==> config.mk <==
export PLATFORM = sky130hd
export DESIGN_NAME = http_header_field_tokenizer
export DESIGN_NICKNAME = d
export VERILOG_FILES = /design/src/rtl/core/htok_pkg.sv /design/src/rtl/core/htok_in_stage.sv /design/src/rtl/core/htok_parse.sv /design/src/rtl/core/htok_out_stage.sv /design/src/rtl/core/http_header_field_tokenizer.sv
export VERILOG_INCLUDE_DIRS = /design/src /design/src/rtl/core
export SDC_FILE = /design/constraint.sdc
export NUM_CORES = 1
export LEC_CHECK = 0
export ABC_AREA = 1
export BUFFER_PORTS_ARGS = -buffer_cell sky130_fd_sc_hd__buf_2
export CORE_MARGIN = 1.5
export CORE_UTILIZATION = 40
export DETAILED_ROUTE_END_ITERATION = 10
export PLACE_DENSITY = 0.65
export SLEW_MARGIN = 20
export SYNTH_ARGS = -nofsm -noshare
export SYNTH_HDL_FRONTEND = slang
export SYNTH_SLANG_ARGS = --single-unit
==> constraint.sdc <==
create_clock -name clk -period 4.6 [get_ports clk]
set_input_delay 0.69 -clock clk [delete_from_list [all_inputs] [get_ports clk]]
set_output_delay 0.69 -clock clk [all_outputs]
set_load 0.05 [all_outputs]
==> src/rtl/core/http_header_field_tokenizer_macros.svh <==
// Assertion helpers shared by the tokenizer RTL
`ifndef HTTP_HEADER_FIELD_TOKENIZER_MACROS_SVH
`define HTTP_HEADER_FIELD_TOKENIZER_MACROS_SVH

// same-cycle implication
`define HTOK_ASSERT_IMPL(label, clk, rst_n, ante, cons, msg) \
  label: assert property (@(posedge clk) disable iff (!rst_n) (ante) |-> (cons)) \
    else $error(msg);

// next-cycle implication
`define HTOK_ASSERT_NEXT(label, clk, rst_n, ante, cons, msg) \
  label: assert property (@(posedge clk) disable iff (!rst_n) (ante) |=> (cons)) \
    else $error(msg);

`endif

==> src/rtl/core/htok_pkg.sv <==
package htok_pkg;

  localparam int unsigned POS_W = 16;
  localparam int unsigned LEN_W = 9;

  localparam logic [POS_W-1:0] BLOCK_LIMIT = 16'hFFFF;

  localparam logic [7:0] CHAR_LF    = 8'd10;
  localparam logic [7:0] CHAR_COLON = 8'd58;
  localparam logic [7:0] CHAR_SPACE = 8'd32;
  localparam logic [7:0] CHAR_TAB   = 8'd9;
  localparam logic [7:0] CHAR_CR    = 8'd13;

  localparam logic [LEN_W-1:0] MAX_FIELD_RESET = 9'd511;

  typedef logic [2:0] kind_t;
  localparam kind_t KIND_FIELD  = 3'd0;
  localparam kind_t KIND_END    = 3'd1;
  localparam kind_t KIND_SYNTAX = 3'd2;
  localparam kind_t KIND_LONG   = 3'd3;
  localparam kind_t KIND_BLOCK  = 3'd4;

  typedef enum logic [5:0] {
    PH_LEAD     = 6'b000001,
    PH_KEY      = 6'b000010,
    PH_PRECOLON = 6'b000100,
    PH_PREVALUE = 6'b001000,
    PH_VALUE    = 6'b010000,
    PH_ERROR    = 6'b100000
  } phase_t;

  typedef struct packed {
    logic             valid;
    kind_t            kind;
    logic [POS_W-1:0] key_offset;
    logic [LEN_W-1:0] key_length;
    logic [POS_W-1:0] value_offset;
    logic [LEN_W-1:0] value_length;
    logic [POS_W-1:0] consumed_count;
  } res_t;

  typedef struct packed {
    logic       valid;
    logic [7:0] data_byte;
    logic       restart;
  } beat_t;

endpackage

==> src/rtl/core/htok_in_stage.sv <==
module htok_in_stage import htok_pkg::*; (
  input  logic       clk,
  input  logic       rst_n,
  input  logic       in_valid,
  output logic       in_stall,
  input  logic [7:0] in_data_byte,
  input  logic       in_restart,
  input  logic       adv,
  output beat_t      beat
);

  logic       v_r;
  logic       v_nxt;
  logic [7:0] data_r;
  logic       restart_r;
  logic       take;

  assign in_stall = v_r && !adv;
  assign take     = in_valid && !in_stall;
  assign v_nxt    = take || (v_r && !adv);

  always_ff @(posedge clk) begin
    if (!rst_n) begin
      v_r <= 1'b0;
    end else begin
      v_r <= v_nxt;
    end
  end

  always_ff @(posedge clk) begin
    if (take) begin
      data_r    <= in_data_byte;
      restart_r <= in_restart;
    end
  end

  assign beat.valid     = v_r;
  assign beat.data_byte = data_r;
  assign beat.restart   = restart_r;

endmodule

==> src/rtl/core/htok_parse.sv <==
module htok_parse import htok_pkg::*; (
  input  logic             clk,
  input  logic             rst_n,
  input  logic             step,
  input  beat_t            beat,
  input  logic [LEN_W-1:0] limit,
  output res_t             res
);

  phase_t           phase_r, phase_nxt, phase_c;
  logic [POS_W-1:0] pos_r, pos_nxt, pos_c;
  logic [POS_W-1:0] kstart_r, kstart_nxt, kstart_c;
  logic [LEN_W-1:0] kcount_r, kcount_nxt, kcount_c;
  logic [POS_W-1:0] vstart_r, vstart_nxt, vstart_c;
  logic [POS_W-1:0] vlast_r, vlast_nxt, vlast_c;
  logic [7:0]       c;
  logic             is_lf;
  logic             is_colon;
  logic             is_ws;
  logic [POS_W-1:0] vdiff;
  logic [POS_W-1:0] vspan;

  assign c        = beat.data_byte;
  assign is_lf    = (c == CHAR_LF);
  assign is_colon = (c == CHAR_COLON);
  assign is_ws    = (c == CHAR_SPACE) || ((c >= CHAR_TAB) && (c <= CHAR_CR));

  always_comb begin
    phase_c  = beat.restart ? PH_LEAD : phase_r;
    pos_c    = beat.restart ? '0 : pos_r;
    kstart_c = beat.restart ? '0 : kstart_r;
    kcount_c = beat.restart ? '0 : kcount_r;
    vstart_c = beat.restart ? '0 : vstart_r;
    vlast_c  = beat.restart ? '0 : vlast_r;
  end

  assign vdiff = pos_c - vstart_c;
  assign vspan = vlast_c - vstart_c + 16'd1;

  always_comb begin
    phase_nxt  = phase_c;
    pos_nxt    = pos_c;
    kstart_nxt = kstart_c;
    kcount_nxt = kcount_c;
    vstart_nxt = vstart_c;
    vlast_nxt  = vlast_c;
    res        = '0;

    if (phase_c == PH_ERROR) begin
      phase_nxt = PH_ERROR;
    end else if (pos_c == BLOCK_LIMIT) begin
      res.valid = 1'b1;
      res.kind  = KIND_BLOCK;
      phase_nxt = PH_ERROR;
    end else begin
      pos_nxt = pos_c + 16'd1;
      unique case (phase_c)
        PH_LEAD: begin
          if (is_lf) begin
            res.valid          = 1'b1;
            res.kind           = KIND_END;
            res.consumed_count = pos_c + 16'd1;
            phase_nxt          = PH_LEAD;
            pos_nxt            = '0;
            kstart_nxt         = '0;
            kcount_nxt         = '0;
            vstart_nxt         = '0;
            vlast_nxt          = '0;
          end else if (!is_ws) begin
            kstart_nxt = pos_c;
            if (is_colon) begin
              kcount_nxt = '0;
              phase_nxt  = PH_PREVALUE;
            end else if (limit == '0) begin
              res.valid = 1'b1;
              res.kind  = KIND_LONG;
              phase_nxt = PH_ERROR;
            end else begin
              kcount_nxt = 9'd1;
              phase_nxt  = PH_KEY;
            end
          end
        end
        PH_KEY: begin
          if (is_lf) begin
            res.valid = 1'b1;
            res.kind  = KIND_SYNTAX;
            phase_nxt = PH_ERROR;
          end else if (is_colon) begin
            phase_nxt = PH_PREVALUE;
          end else if (is_ws) begin
            phase_nxt = PH_PRECOLON;
          end else if (kcount_c >= limit) begin
            res.valid = 1'b1;
            res.kind  = KIND_LONG;
            phase_nxt = PH_ERROR;
          end else begin
            kcount_nxt = kcount_c + 9'd1;
          end
        end
        PH_PRECOLON: begin
          if (is_colon) begin
            phase_nxt = PH_PREVALUE;
          end else if (is_lf || !is_ws) begin
            res.valid = 1'b1;
            res.kind  = KIND_SYNTAX;
            phase_nxt = PH_ERROR;
          end
        end
        PH_PREVALUE: begin
          if (is_lf) begin
            res.valid = 1'b1;
            res.kind  = KIND_SYNTAX;
            phase_nxt = PH_ERROR;
          end else if (!is_ws) begin
            if (limit == '0) begin
              res.valid = 1'b1;
              res.kind  = KIND_LONG;
              phase_nxt = PH_ERROR;
            end else begin
              vstart_nxt = pos_c;
              vlast_nxt  = pos_c;
              phase_nxt  = PH_VALUE;
            end
          end
        end
        PH_VALUE: begin
          if (is_lf) begin
            res.valid        = 1'b1;
            res.kind         = KIND_FIELD;
            res.key_offset   = kstart_c;
            res.key_length   = kcount_c;
            res.value_offset = vstart_c;
            res.value_length = vspan[LEN_W-1:0];
            phase_nxt        = PH_LEAD;
            kstart_nxt       = '0;
            kcount_nxt       = '0;
            vstart_nxt       = '0;
            vlast_nxt        = '0;
          end else if (!is_ws) begin
            if (vdiff >= {{(POS_W-LEN_W){1'b0}}, limit}) begin
              res.valid = 1'b1;
              res.kind  = KIND_LONG;
              phase_nxt = PH_ERROR;
            end else begin
              vlast_nxt = pos_c;
            end
          end
        end
        default: begin
          phase_nxt = PH_ERROR;
        end
      endcase
    end
  end

  always_ff @(posedge clk) begin
    if (!rst_n) begin
      phase_r  <= PH_LEAD;
      pos_r    <= '0;
      kstart_r <= '0;
      kcount_r <= '0;
      vstart_r <= '0;
      vlast_r  <= '0;
    end else if (step) begin
      phase_r  <= phase_nxt;
      pos_r    <= pos_nxt;
      kstart_r <= kstart_nxt;
      kcount_r <= kcount_nxt;
      vstart_r <= vstart_nxt;
      vlast_r  <= vlast_nxt;
    end
  end

endmodule

==> src/rtl/core/htok_out_stage.sv <==
module htok_out_stage import htok_pkg::*; (
  input  logic             clk,
  input  logic             rst_n,
  input  logic             adv,
  input  res_t             res,
  output logic             free,
  output logic             out_valid,
  input  logic             out_stall,
  output kind_t            out_kind,
  output logic [POS_W-1:0] out_key_offset,
  output logic [LEN_W-1:0] out_key_length,
  output logic [POS_W-1:0] out_value_offset,
  output logic [LEN_W-1:0] out_value_length,
  output logic [POS_W-1:0] out_consumed_count
);

  logic v_r;
  logic v_nxt;
  logic load;
  res_t res_r;

  assign free  = !v_r || !out_stall;
  assign load  = adv && res.valid;
  assign v_nxt = load || (v_r && out_stall);

  always_ff @(posedge clk) begin
    if (!rst_n) begin
      v_r <= 1'b0;
    end else begin
      v_r <= v_nxt;
    end
  end

  always_ff @(posedge clk) begin
    if (load) begin
      res_r <= res;
    end
  end

  assign out_valid          = v_r;
  assign out_kind           = res_r.kind;
  assign out_key_offset     = res_r.key_offset;
  assign out_key_length     = res_r.key_length;
  assign out_value_offset   = res_r.value_offset;
  assign out_value_length   = res_r.value_length;
  assign out_consumed_count = res_r.consumed_count;

endmodule

==> src/rtl/core/http_header_field_tokenizer.sv <==
// Path from input beat to result beat: the input register, then the result register.
// Throughput: one byte per cycle while no result beat is stalled; the parse state advances on each accepted byte.
// A byte waits in the input register only while a result beat is stalled.
// Reset (rst_n low, synchronous): parse state, position and valids cleared;
// max_field_length returns to 511.
`include "http_header_field_tokenizer_macros.svh"

module http_header_field_tokenizer import htok_pkg::*; (
  input  logic             clk,
  input  logic             rst_n,
  input  logic             in_valid,
  output logic             in_stall,
  input  logic [7:0]       in_data_byte,
  input  logic             in_restart,
  output logic             out_valid,
  input  logic             out_stall,
  output logic [2:0]       out_kind,
  output logic [POS_W-1:0] out_key_offset,
  output logic [LEN_W-1:0] out_key_length,
  output logic [POS_W-1:0] out_value_offset,
  output logic [LEN_W-1:0] out_value_length,
  output logic [POS_W-1:0] out_consumed_count,
  input  logic             cfg_wr_en,
  input  logic [LEN_W-1:0] cfg_wr_data
);

  logic [LEN_W-1:0] max_len_r;
  beat_t            beat;
  res_t             res;
  logic             free;
  logic             adv;

  always_ff @(posedge clk) begin
    if (!rst_n) begin
      max_len_r <= MAX_FIELD_RESET;
    end else if (cfg_wr_en) begin
      max_len_r <= cfg_wr_data;
    end
  end

  assign adv = beat.valid && free;

  htok_in_stage u_in (
    .clk          (clk),
    .rst_n        (rst_n),
    .in_valid     (in_valid),
    .in_stall     (in_stall),
    .in_data_byte (in_data_byte),
    .in_restart   (in_restart),
    .adv          (adv),
    .beat         (beat)
  );

  htok_parse u_parse (
    .clk   (clk),
    .rst_n (rst_n),
    .step  (adv),
    .beat  (beat),
    .limit (max_len_r),
    .res   (res)
  );

  htok_out_stage u_out (
    .clk                (clk),
    .rst_n              (rst_n),
    .adv                (adv),
    .res                (res),
    .free               (free),
    .out_valid          (out_valid),
    .out_stall          (out_stall),
    .out_kind           (out_kind),
    .out_key_offset     (out_key_offset),
    .out_key_length     (out_key_length),
    .out_value_offset   (out_value_offset),
    .out_value_length   (out_value_length),
    .out_consumed_count (out_consumed_count)
  );

  // input side only backs up behind a stalled result
  `HTOK_ASSERT_IMPL(a_stall_cause, clk, rst_n, in_stall, out_valid && out_stall, "input stalled without a stalled result")
  `HTOK_ASSERT_NEXT(a_result_loaded, clk, rst_n, adv && res.valid, out_valid, "result lost at output register")
  `HTOK_ASSERT_IMPL(a_field_nonempty, clk, rst_n, out_valid && (out_kind == KIND_FIELD), out_value_length != '0, "field beat with empty value")
  `HTOK_ASSERT_IMPL(a_end_clean, clk, rst_n, out_valid && (out_kind == KIND_END), (out_key_length == '0) && (out_value_length == '0) && (out_consumed_count != '0), "end beat carries field data")

endmodule
# Yosys cells after proc, flatten, opt, wreduce, memory -nomap -nowiden
# Cells that the tools add are included.
# Widths: inputs -> output; s select.
# op_classes
n_addsub,5
multipliers,0
div,0
order_cmp,4
eq_ne,10
shifts,0
n_mux,87
bitwise,3
n_reduce_logical,21
# ops
cell,count
$mux 16,30
$mux 6,19
$mux 9,12
$mux 50,2
$mux 70,1
$mux 66,1
$mux 4,16
$pmux 16 s2,2
$pmux 16 s3,1
$pmux 6 s5,1
$pmux 9 s3,1
$pmux 4 s5,1
$add 9x1->9 const B,2
$add 16x1->16 const B,1
$eq 16x16->1 const B,1
$eq 8x6->1 const B,2
$ge 16x9->1,1
$sub 16x16->16,1
$ge 9x9->1,1
$logic_not 9->1,1
$sub 9x9->9,1
$eq 8x4->1 const B,1
$ge 8x4->1 const B,1
$le 8x4->1 const B,1
12 further kinds,29
# word_totals
regBits,168
latchBits,0
ramBits,0
mem_bits_ro,0
inputBits,23
output_inout_bits,71
word_cells,148
memories,0

# Depth between registers and ports, before layout
# Gate-level depths: netlist of the first run.
# logic_depth
depth_word,12
ltp_mapped,30
ltp_nobuf,28

# Modules after synthesis
# Synthesis of the first run repeated with hierarchy kept, for this count alone.
# unflattened
cells_unflattened,1383
hier_area_um2,10231.1
# by_module_without_submodules
module,n_inst,cells_each,area_per_inst_um2,seq_area_each_um2
htok_parse,1,1248,7457.2,1441.4
htok_out_stage,1,75,2118.3,2092.0
htok_in_stage,1,19,335.3,290.3
http_header_field_tokenizer,1,41,320.3,180.2

# Least setup slack after synthesis of the first run
# No wires, ideal clock.
# synth_timing
kind,flip-flop to flip-flop
from,register u_in.restart_r
to,"register u_out.res_r, in the netlist u_out.out_consumed_count[0] (enable)"
setup_time_ns,0.423
t_arrival_ns,4.623
required_time_ns,4.177
slack_ns,-0.446
stages_incl_launch_ff,30
n_path_buf,2
synth_period_minus_slack_ns,5.046
cell_sequence,edfxtp_1 -> inv_4 -> buf_6 -> clkbuf_1 -> nand2_1 -> inv_1 -> ha_1 -> inv_1 -> ha_1 -> or2_1 -> nand2_1 -> nand3_1 -> xor2_1 -> ha_1 -> nand2_1 -> inv_1 -> nand2_1 -> nand2_1 -> nand2_1 -> nand2_1 -> a21oi_1 -> nand3_2 -> nor2_4 -> nand2_2 -> nand2_1 -> nand2_1 -> nand2_1 -> nand3_1 -> nand2_1 -> inv_1
# synth_between
elab_chain_cells,10
word_cells_on_any_way,25
cone_classes,add/sub: 1; order compare: 2; eq/ne: 7; mux: 14; reduce/logical: 1
# synth_lines
element,line,text
from (decl),htok_in_stage.sv:15,logic restart_r;
from (signal assigned),htok_in_stage.sv:33,restart_r <= in_restart;
$mux 16,htok_parse.sv:33,vstart_c = beat.restart ? '0 : vstart_r;
via u_parse.vstart_c[0],htok_parse.sv:14,"logic [POS_W-1:0] vstart_r, vstart_nxt, vstart_c;"
$sub 16x16->16,htok_parse.sv:37,assign vdiff = pos_c - vstart_c;
$ge 16x9->1,htok_parse.sv:141,"if (vdiff >= {{(POS_W-LEN_W){1'b0}}, limit}) begin"
$mux 4,htok_parse.sv:141,
$mux 4,htok_parse.sv:140,end else if (!is_ws) begin
$mux 4,htok_parse.sv:128,if (is_lf) begin
$pmux 4 s5,htok_parse.sv:57,unique case (phase_c)
$mux 4,htok_parse.sv:51,end else if (pos_c == BLOCK_LIMIT) begin
$mux 70,htok_parse.sv:49,if (phase_c == PH_ERROR) begin
$logic_and 1x1->1,htok_out_stage.sv:23,assign load = adv && res.valid;
via u_out.load,htok_out_stage.sv:19,logic load;
to (signal assigned),htok_out_stage.sv:36,res_r <= res;
to (decl),htok_out_stage.sv:20,res_t res_r;
# The timed path passes the listed nets, and every way through them passes these cells.
# A chain may end at the register's enable or synchronous reset.

# Worst setup path after layout of the first run
# layout_timing
from,register u_in.restart_r
to,"register u_out.res_r, in the netlist u_out.out_value_offset[2] (enable)"
# layout_between
elab_chain_cells,10
word_cells_on_any_way,25
cone_classes,add/sub: 1; order compare: 2; eq/ne: 7; mux: 14; reduce/logical: 1
# layout_lines
element,line,text
$mux 16 (tied with other cells),htok_parse.sv:30,pos_c = beat.restart ? '0 : pos_r;
$sub 16x16->16 or $ge 9x9->1 (tied branches),"htok_parse.sv:37, htok_parse.sv:93",
$ge 16x9->1 or $mux 4 (tied branches),"htok_parse.sv:141, htok_parse.sv:93",
"$mux 4, on equally long branches","htok_parse.sv:141, htok_parse.sv:91",
"$mux 4, on equally long branches","htok_parse.sv:140, htok_parse.sv:89",
"$mux 4, on equally long branches","htok_parse.sv:128, htok_parse.sv:85",
$pmux 4 s5,htok_parse.sv:57,
$mux 4,htok_parse.sv:51,
$mux 70 *,htok_parse.sv:49,
$logic_and 1x1->1 *,htok_out_stage.sv:23,
via u_out.load,htok_out_stage.sv:19,
# Mark *: on every way through the listed nets, which the timed path passes. The rest lies on a longest branch.

==> flow_summary.yaml, run 1 <==
run_status:
  outcome: "finished clean"
synthesis:
  synth_edf_count: 78
  yosysMostFrequentCell: "nand2_1"
  yosys_warnings: 0
  avgSynthCellArea_um2: 7.228
  synth_common_cells: "nand2_1 (286), inv_1 (219), nor2_1 (180)"
  netlist_instances: 1495
  synth_area_leaders: "edfxtp_1 (22%), dfxtp_1 (15%), nand2_1 (9.9%), inv_1 (7.6%), nor2_1 (6.3%)"
  yosys_most_used_dff: "dfxtp_1"
  synthDistinctLibCells: 62
  netlist_area_um2: 10810
  async_reset_ff_frac: 0
  seq_area_frac_synth: 0.3705
  synth_nets: 1561
  ys_ff_latch: 161
  synth_top_area_frac: 0.2168
  yosysTopAreaCell: "edfxtp_1"
clocking:
  htreeDepth: 4
  ctsHoldBuffers: 0
  clk_pin_slew_worst_paths_ns: 0.07
  cts.sinks: 161
  cts_resized: 0
  cts_buffers: 17
  cts_tree: "done"
  cts_max_path_buffers: 2
  post_cts_buffers: 0
  clock_latency_ns: 0.45
  root_buffer: "clkbuf_16"
die:
  io_pins: 94
  start_util: 0.4112
  die_w_um: 167.4
  coreArea_um2: 26280
  rows: 59
  die_area_um2: 28010
  die_h_um: 167.4
sta:
  tns_ns: 0
  tightest_slew_ns: 1.034
  whs_ns: 0.4133
  max_freq_mhz: 239.8
  fin_skew_ns: 0.01453
  slew_viol_final: 0
  slew_headroom: 0.3097
  rsz0062_at_grt: "false"
  setup_viol: 0
  finalHoldViolations: 0
  fin_crit_ns: 4.170
  fin_crit_sh: 0.9064
finish:
  layout-drive-gt1-share: 0.1606
  area_growth_pct: 13.74
  n_antenna_cell: 0
  nets: 1647
global_route:
  grt_pass1_wl_um: 55200
  grt_use_total: 0.2551
  grt_max_degree: 70
  antenna_found_initial: 0
  grt_pass1_vias: 9873
  overflow: 0
detailed_routing:
  initialDrtViolationCount: 956
  wirelength_um: 35420
  vias: 10640
  viasPerCell: 5.514
  remaining_drc_errors: 0
  ant_nets: 0
  routedWlPerCell_um: 18.36
  dr.pass1.iters: 6
placed_design:
  port-buffer-count: 93
  globalplace.congestion: 0.9989
  dp_hpwl_um: 25460
worst_setup_path:
  required_ns: 4.75
  end_kind: "flop"
  crit_fanout: 69
  crit_arrival_ns: 4.32
  worstSetupStartpointType: "flop"
  critPathKind: "flop to flop"
job:
  cap_violations: 0
pwr:
  power.density_nw_per_um2: 306.4
  ir_drop_mv: 0.1502
  p_leak_nw: 5.702
worst_hold_path:
  min_path_type: "input pin to flop"
## through the flow
| stage | instances | cell area, um2 | setup WS, ns | power, mW | util |
|---|---|---|---|---|---|
| floorplan | 1495 | 10840 | 0.007097 | 2.131 | - |
| CTS | 1929 | 12290 | 0.4807 | 3.774 | 0.4677 |
| global placement | 1897 | 11710 | 0.5972 | 2.314 | 0.4455 |
| finish | 1929 | 12290 | 0.4304 | 3.766 | 0.4677 |
| detailed placement | 1897 | 11710 | 0.5121 | 2.319 | 0.4455 |
| global route | 1929 | 12290 | 0.1912 | 3.929 | 0.4677 |
## report_power, final
| part | total, mW | internal [mW] | switching [mW] |
|---|---|---|---|
| sequential | 1.57 | 1.54 | 0.0322 |
| clock | 1.46 | 0.807 | 0.653 |
| combinational | 0.735 | 0.235 | 0.501 |
## cell families after synthesis
group,Yosys count,share of synthesized area
adders and majority gates,43,0.05049
DFF,161,0.3705
AOI/OAI and AO/OA,317,0.1728
and+or+nand+nor,662,0.2857
buffers and inverters,299,0.1100
xor gates and xnor gates,13,0.01054
## placed cells by master (no fill, tap or decap), types with 5 or more instances in the layout
cell type	count
buf_2	93
a31oi_1	5
nand3_2	12
o21ai_0	70
nand3_1	63
o21ai_1	14
inv_1	218
nor3_1	23
o31ai_1	9
nand2_1	283
buf_4	27
o211ai_1	23
edfxtp_1	78
o21bai_1	6
inv_2	21
inv_6	5
clkbuf_16	17
nor2_4	16
a221oi_1	11
o221ai_1	5
dfxtp_1	83
xor2_1	12
ha_1	42
nor2_1	180
o22ai_1	24
a21oi_1	127
nor4_1	5
nor2_2	10
nand4_1	22
nand2_2	26
## sequential cells by signal, summed over array words and instances, names as in the netlist
register,count
max_len_r,9
u_in.data_r,8
u_in.restart_r,1
u_in.v_r,1
u_out.out_consumed_count,16
u_out.out_key_length,9
u_out.out_key_offset,16
u_out.out_kind,3
u_out.out_valid,1
u_out.out_value_length,9
u_out.out_value_offset,16
u_parse.kcount_r,9
u_parse.kstart_r,16
u_parse.phase_r,6
u_parse.pos_r,16
u_parse.vlast_r,9
u_parse.vstart_r,16
## worst max-delay path, cell delays in order (launching register included)
cell and delay, ns:
edfxtp_1 0.50, inv_4 0.27, buf_12 0.24, nand2_1 0.17, inv_1 0.11, nand2_1 0.05
nand2_1 0.14, nand2_2 0.10, nor2_2 0.13, nand2_1 0.06, nand2_1 0.09, xor2_1 0.16
ha_1 0.26, a21oi_1 0.13, nand2_1 0.08, a21oi_2 0.21, nand3_2 0.12, nor2_4 0.16
nand2_2 0.11, nand2_1 0.07, nand2_1 0.04, nand2_1 0.07, nand3_1 0.07, nand2_2 0.11
clkinvlp_4 0.10, buf_12 0.22
## layer usage
layer  part of all wire  track usage  wire length, um
met1               0.44       0.3383            15430
met2               0.44       0.4011            15760
met3              0.075      0.04609             2647
met4              0.045       0.1238             1587
met5                  0            0                0
## path summary, 6_finish.rpt
kind / from / to / slack [ns] / cells after the start
worst min-delay path: in_data_byte[6] / u_in.data_r[6] / 0.41 / 1
worst max-delay path: u_in.restart_r / u_out.out_value_offset[2] / 0.43 / 25
worst max register to register: u_in.restart_r / u_out.out_value_offset[2] / 0.43 / 25
worst min register to register: u_parse.pos_r[0] / u_parse.pos_r[0] / 0.47 / 2
## cell type report
class                      instances  area, um2
inverter                         243      918.4
timing repair buffer             123      728.2
clock buffer                      17      425.4
sequential                       161       4004
clock inverter                    15      156.4
tap                              335      419.2
fill                            2661      13990
multi-input combinational       1035       5639
(Power assumes the default switching activity.)
==> run 2: changes to the inputs <==
--- a/config.mk
+++ b/config.mk
@@ -9,9 +9,9 @@
 export ABC_AREA = 1
 export BUFFER_PORTS_ARGS = -buffer_cell sky130_fd_sc_hd__buf_2
 export CORE_MARGIN = 1.5
-export CORE_UTILIZATION = 40
+export CORE_UTILIZATION = 30
 export DETAILED_ROUTE_END_ITERATION = 10
-export PLACE_DENSITY = 0.65
+export PLACE_DENSITY = 0.53
 export SLEW_MARGIN = 20
 export SYNTH_ARGS = -nofsm -noshare
 export SYNTH_HDL_FRONTEND = slang
==> run 2 against run 1 <==
  * Sequential share of layout area fell by 0.55 points
  * Global-route usage fell by 5.1 points
  * Non-clock buffer count rose by 7
  * Count of clock-buffer cells in the layout did not move
  * Critical path depth did not move
  * Core utilization fell by 12 points
==> flow_summary.yaml, run 2 (synthesis gave the netlist of run 1 again) <==
sta:
  tns_ns: 0
  finalHoldViolations: 0
  setup_viol: 0
  slew_viol_final: 0
  tightest_slew_ns: 1.005
  fin_crit_sh: 0.8999
  rsz0062_at_grt: "false"
  fin_crit_ns: 4.139
  slew_headroom: 0.3300
  whs_ns: 0.4027
  fin_skew_ns: 0.01696
  max_freq_mhz: 241.6
global_route:
  overflow: 0
  grt_pass1_vias: 9893
  antenna_found_initial: 0
  grt_pass1_wl_um: 57060
  grt_use_total: 0.2041
  grt_max_degree: 62
finish:
  fill_cells: 3809
  regArea_um2: 4004
  multiInputGateArea_um2: 5639
  layout-drive-gt1-share: 0.1649
  n_antenna_cell: 0
  area_growth_pct: 15.69
  layout_commonest_cell: "nand2_1"
  final_cell_mix: "nand2_1 (283), inv_1 (218), nor2_1 (180)"
  nets: 1654
worst_setup_path:
  cpPeakStageDelay_ns: 0.46
  crit_fanout: 58
  end_kind: "flop"
  crit_path_top_delay_cell: "edfxtp_1"
  required_ns: 4.74
  worstSetupStartpointType: "flop"
  cpMostUsedCell: "nand2_1"
  critPathKind: "flop to flop"
  crit_arrival_ns: 4.28
die:
  die_area_um2: 37170
  coreArea_um2: 35480
  die_w_um: 192.8
  start_util: 0.3045
  io_pins: 94
  die_h_um: 192.8
  rows: 69
run_status:
  outcome: "finished clean"
pwr:
  p_leak_nw: 5.730
  p_clk_frac: 0.390
  power.switching_mw: 1.239
  seqPwrFrac: 0.415
  intPower_mw: 2.547
  pwr-share-comb: 0.195
  power.density_nw_per_um2: 302.8
  ir_drop_mv: 0.2822
  sw_frac_of_total: 0.3272
detailed_routing:
  routedWlPerCell_um: 18.08
  ant_nets: 0
  wirelength_um: 37280
  vias: 10500
  initialDrtViolationCount: 775
  dr.pass1.iters: 6
  remaining_drc_errors: 0
  viasPerCell: 5.090
worst_hold_path:
  min_path_type: "input pin to flop"
clocking:
  cts.sinks: 161
  ctsHoldBuffers: 0
  clk_pin_slew_worst_paths_ns: 0.07
  htreeDepth: 4
  post_cts_buffers: 0
  cts_tree: "done"
  cts_max_path_buffers: 2
  cts_buffers: 17
  clock_latency_ns: 0.46
  root_buffer: "clkbuf_16"
placed_design:
  globalplace.congestion: 0.9293
  port-buffer-count: 93
  dp_hpwl_um: 27620
job:
  cap_violations: 0
==> run 2: cell count changes in the layout (fill, tap and decap cells not counted), sizes merged <==
cell and change:
clkinv -4, inv +4, bufinv -1, clkinvlp +1, buf +7
==> run 2: timing repair <==
action                                 CTS  global route
endpoints found under the hold margin    0             0
gates resized for setup                  0             1
setup endpoints to repair                0            32
==> run 2: worst paths after layout <==
path / from / slack (ns) / endpoint / cells after the start
setup / recovery: u_in.restart_r / 0.46 / u_out.out_value_offset[3] / 25
hold / removal: in_data_byte[7] / 0.40 / u_in.data_r[7] / 1
setup reg to reg: u_in.restart_r / 0.46 / u_out.out_value_offset[3] / 25
hold reg to reg: u_parse.kcount_r[1] / 0.47 / u_parse.kcount_r[1] / 2
==> run 2: metal layers <==
| layer | wire (um) | share of wire | vias up | track usage |
|---|---|---|---|---|
| met5 | 0 | 0 | - | 0 |
| met4 | 1117 | 0.030 | 0 | 0.08110 |
| met3 | 2391 | 0.064 | 50 | 0.04164 |
| met2 | 16940 | 0.45 | 414 | 0.3282 |
| met1 | 16830 | 0.45 | 4860 | 0.2664 |
| li1 | - | - | 5172 | - |
==> run 2: area by class of cell <==
type | count | share of cell area
clock buffers | 17 | 0.03403
clock inverters | 15 | 0.01321
inverters | 243 | 0.07347
multi-input cells | 1035 | 0.4511
flip-flops and latches | 161 | 0.3203
well taps | 461 | 0.04614
repair buffers | 130 | 0.06176
==> run 2: worst max-delay path: cells and delay by family, from the launching register on <==
family / cells / cell delay [ns]
simple gates: 16 / 1.58
xor+xnor: 1 / 0.18
buf+inv: 5 / 0.90
fa+ha+maj: 1 / 0.27
compound gates: 2 / 0.32
flops: 1 / 0.46
==> run 2: stage by stage <==
stage	worst slack [ns]	instance area, um2	total power [mW]	cells	util
4_1_cts	0.3775	12500	3.810	2062	0.3522
3_5_place_dp	0.4031	11910	2.333	2030	0.3356
2_1_floorplan	0.007097	10840	2.131	1495	-
5_1_grt	0.1071	12500	3.959	2062	0.3523
3_3_place_gp	0.4641	11910	2.331	2030	0.3356
6_report	0.4607	12500	3.786	2062	0.3523
==> run 2: power by group through the flow <==
| stage | Sequential [mW] | Clock, mW | Combinational, mW |
|---|---|---|---|
| after floorplan | 1.59 | 0 | 0.537 |
| after global placement | 1.60 | 0 | 0.730 |
| after detailed placement | 1.60 | 0 | 0.732 |
| after CTS | 1.57 | 1.50 | 0.738 |
| after global routing | 1.57 | 1.56 | 0.828 |
| final | 1.57 | 1.48 | 0.740 |
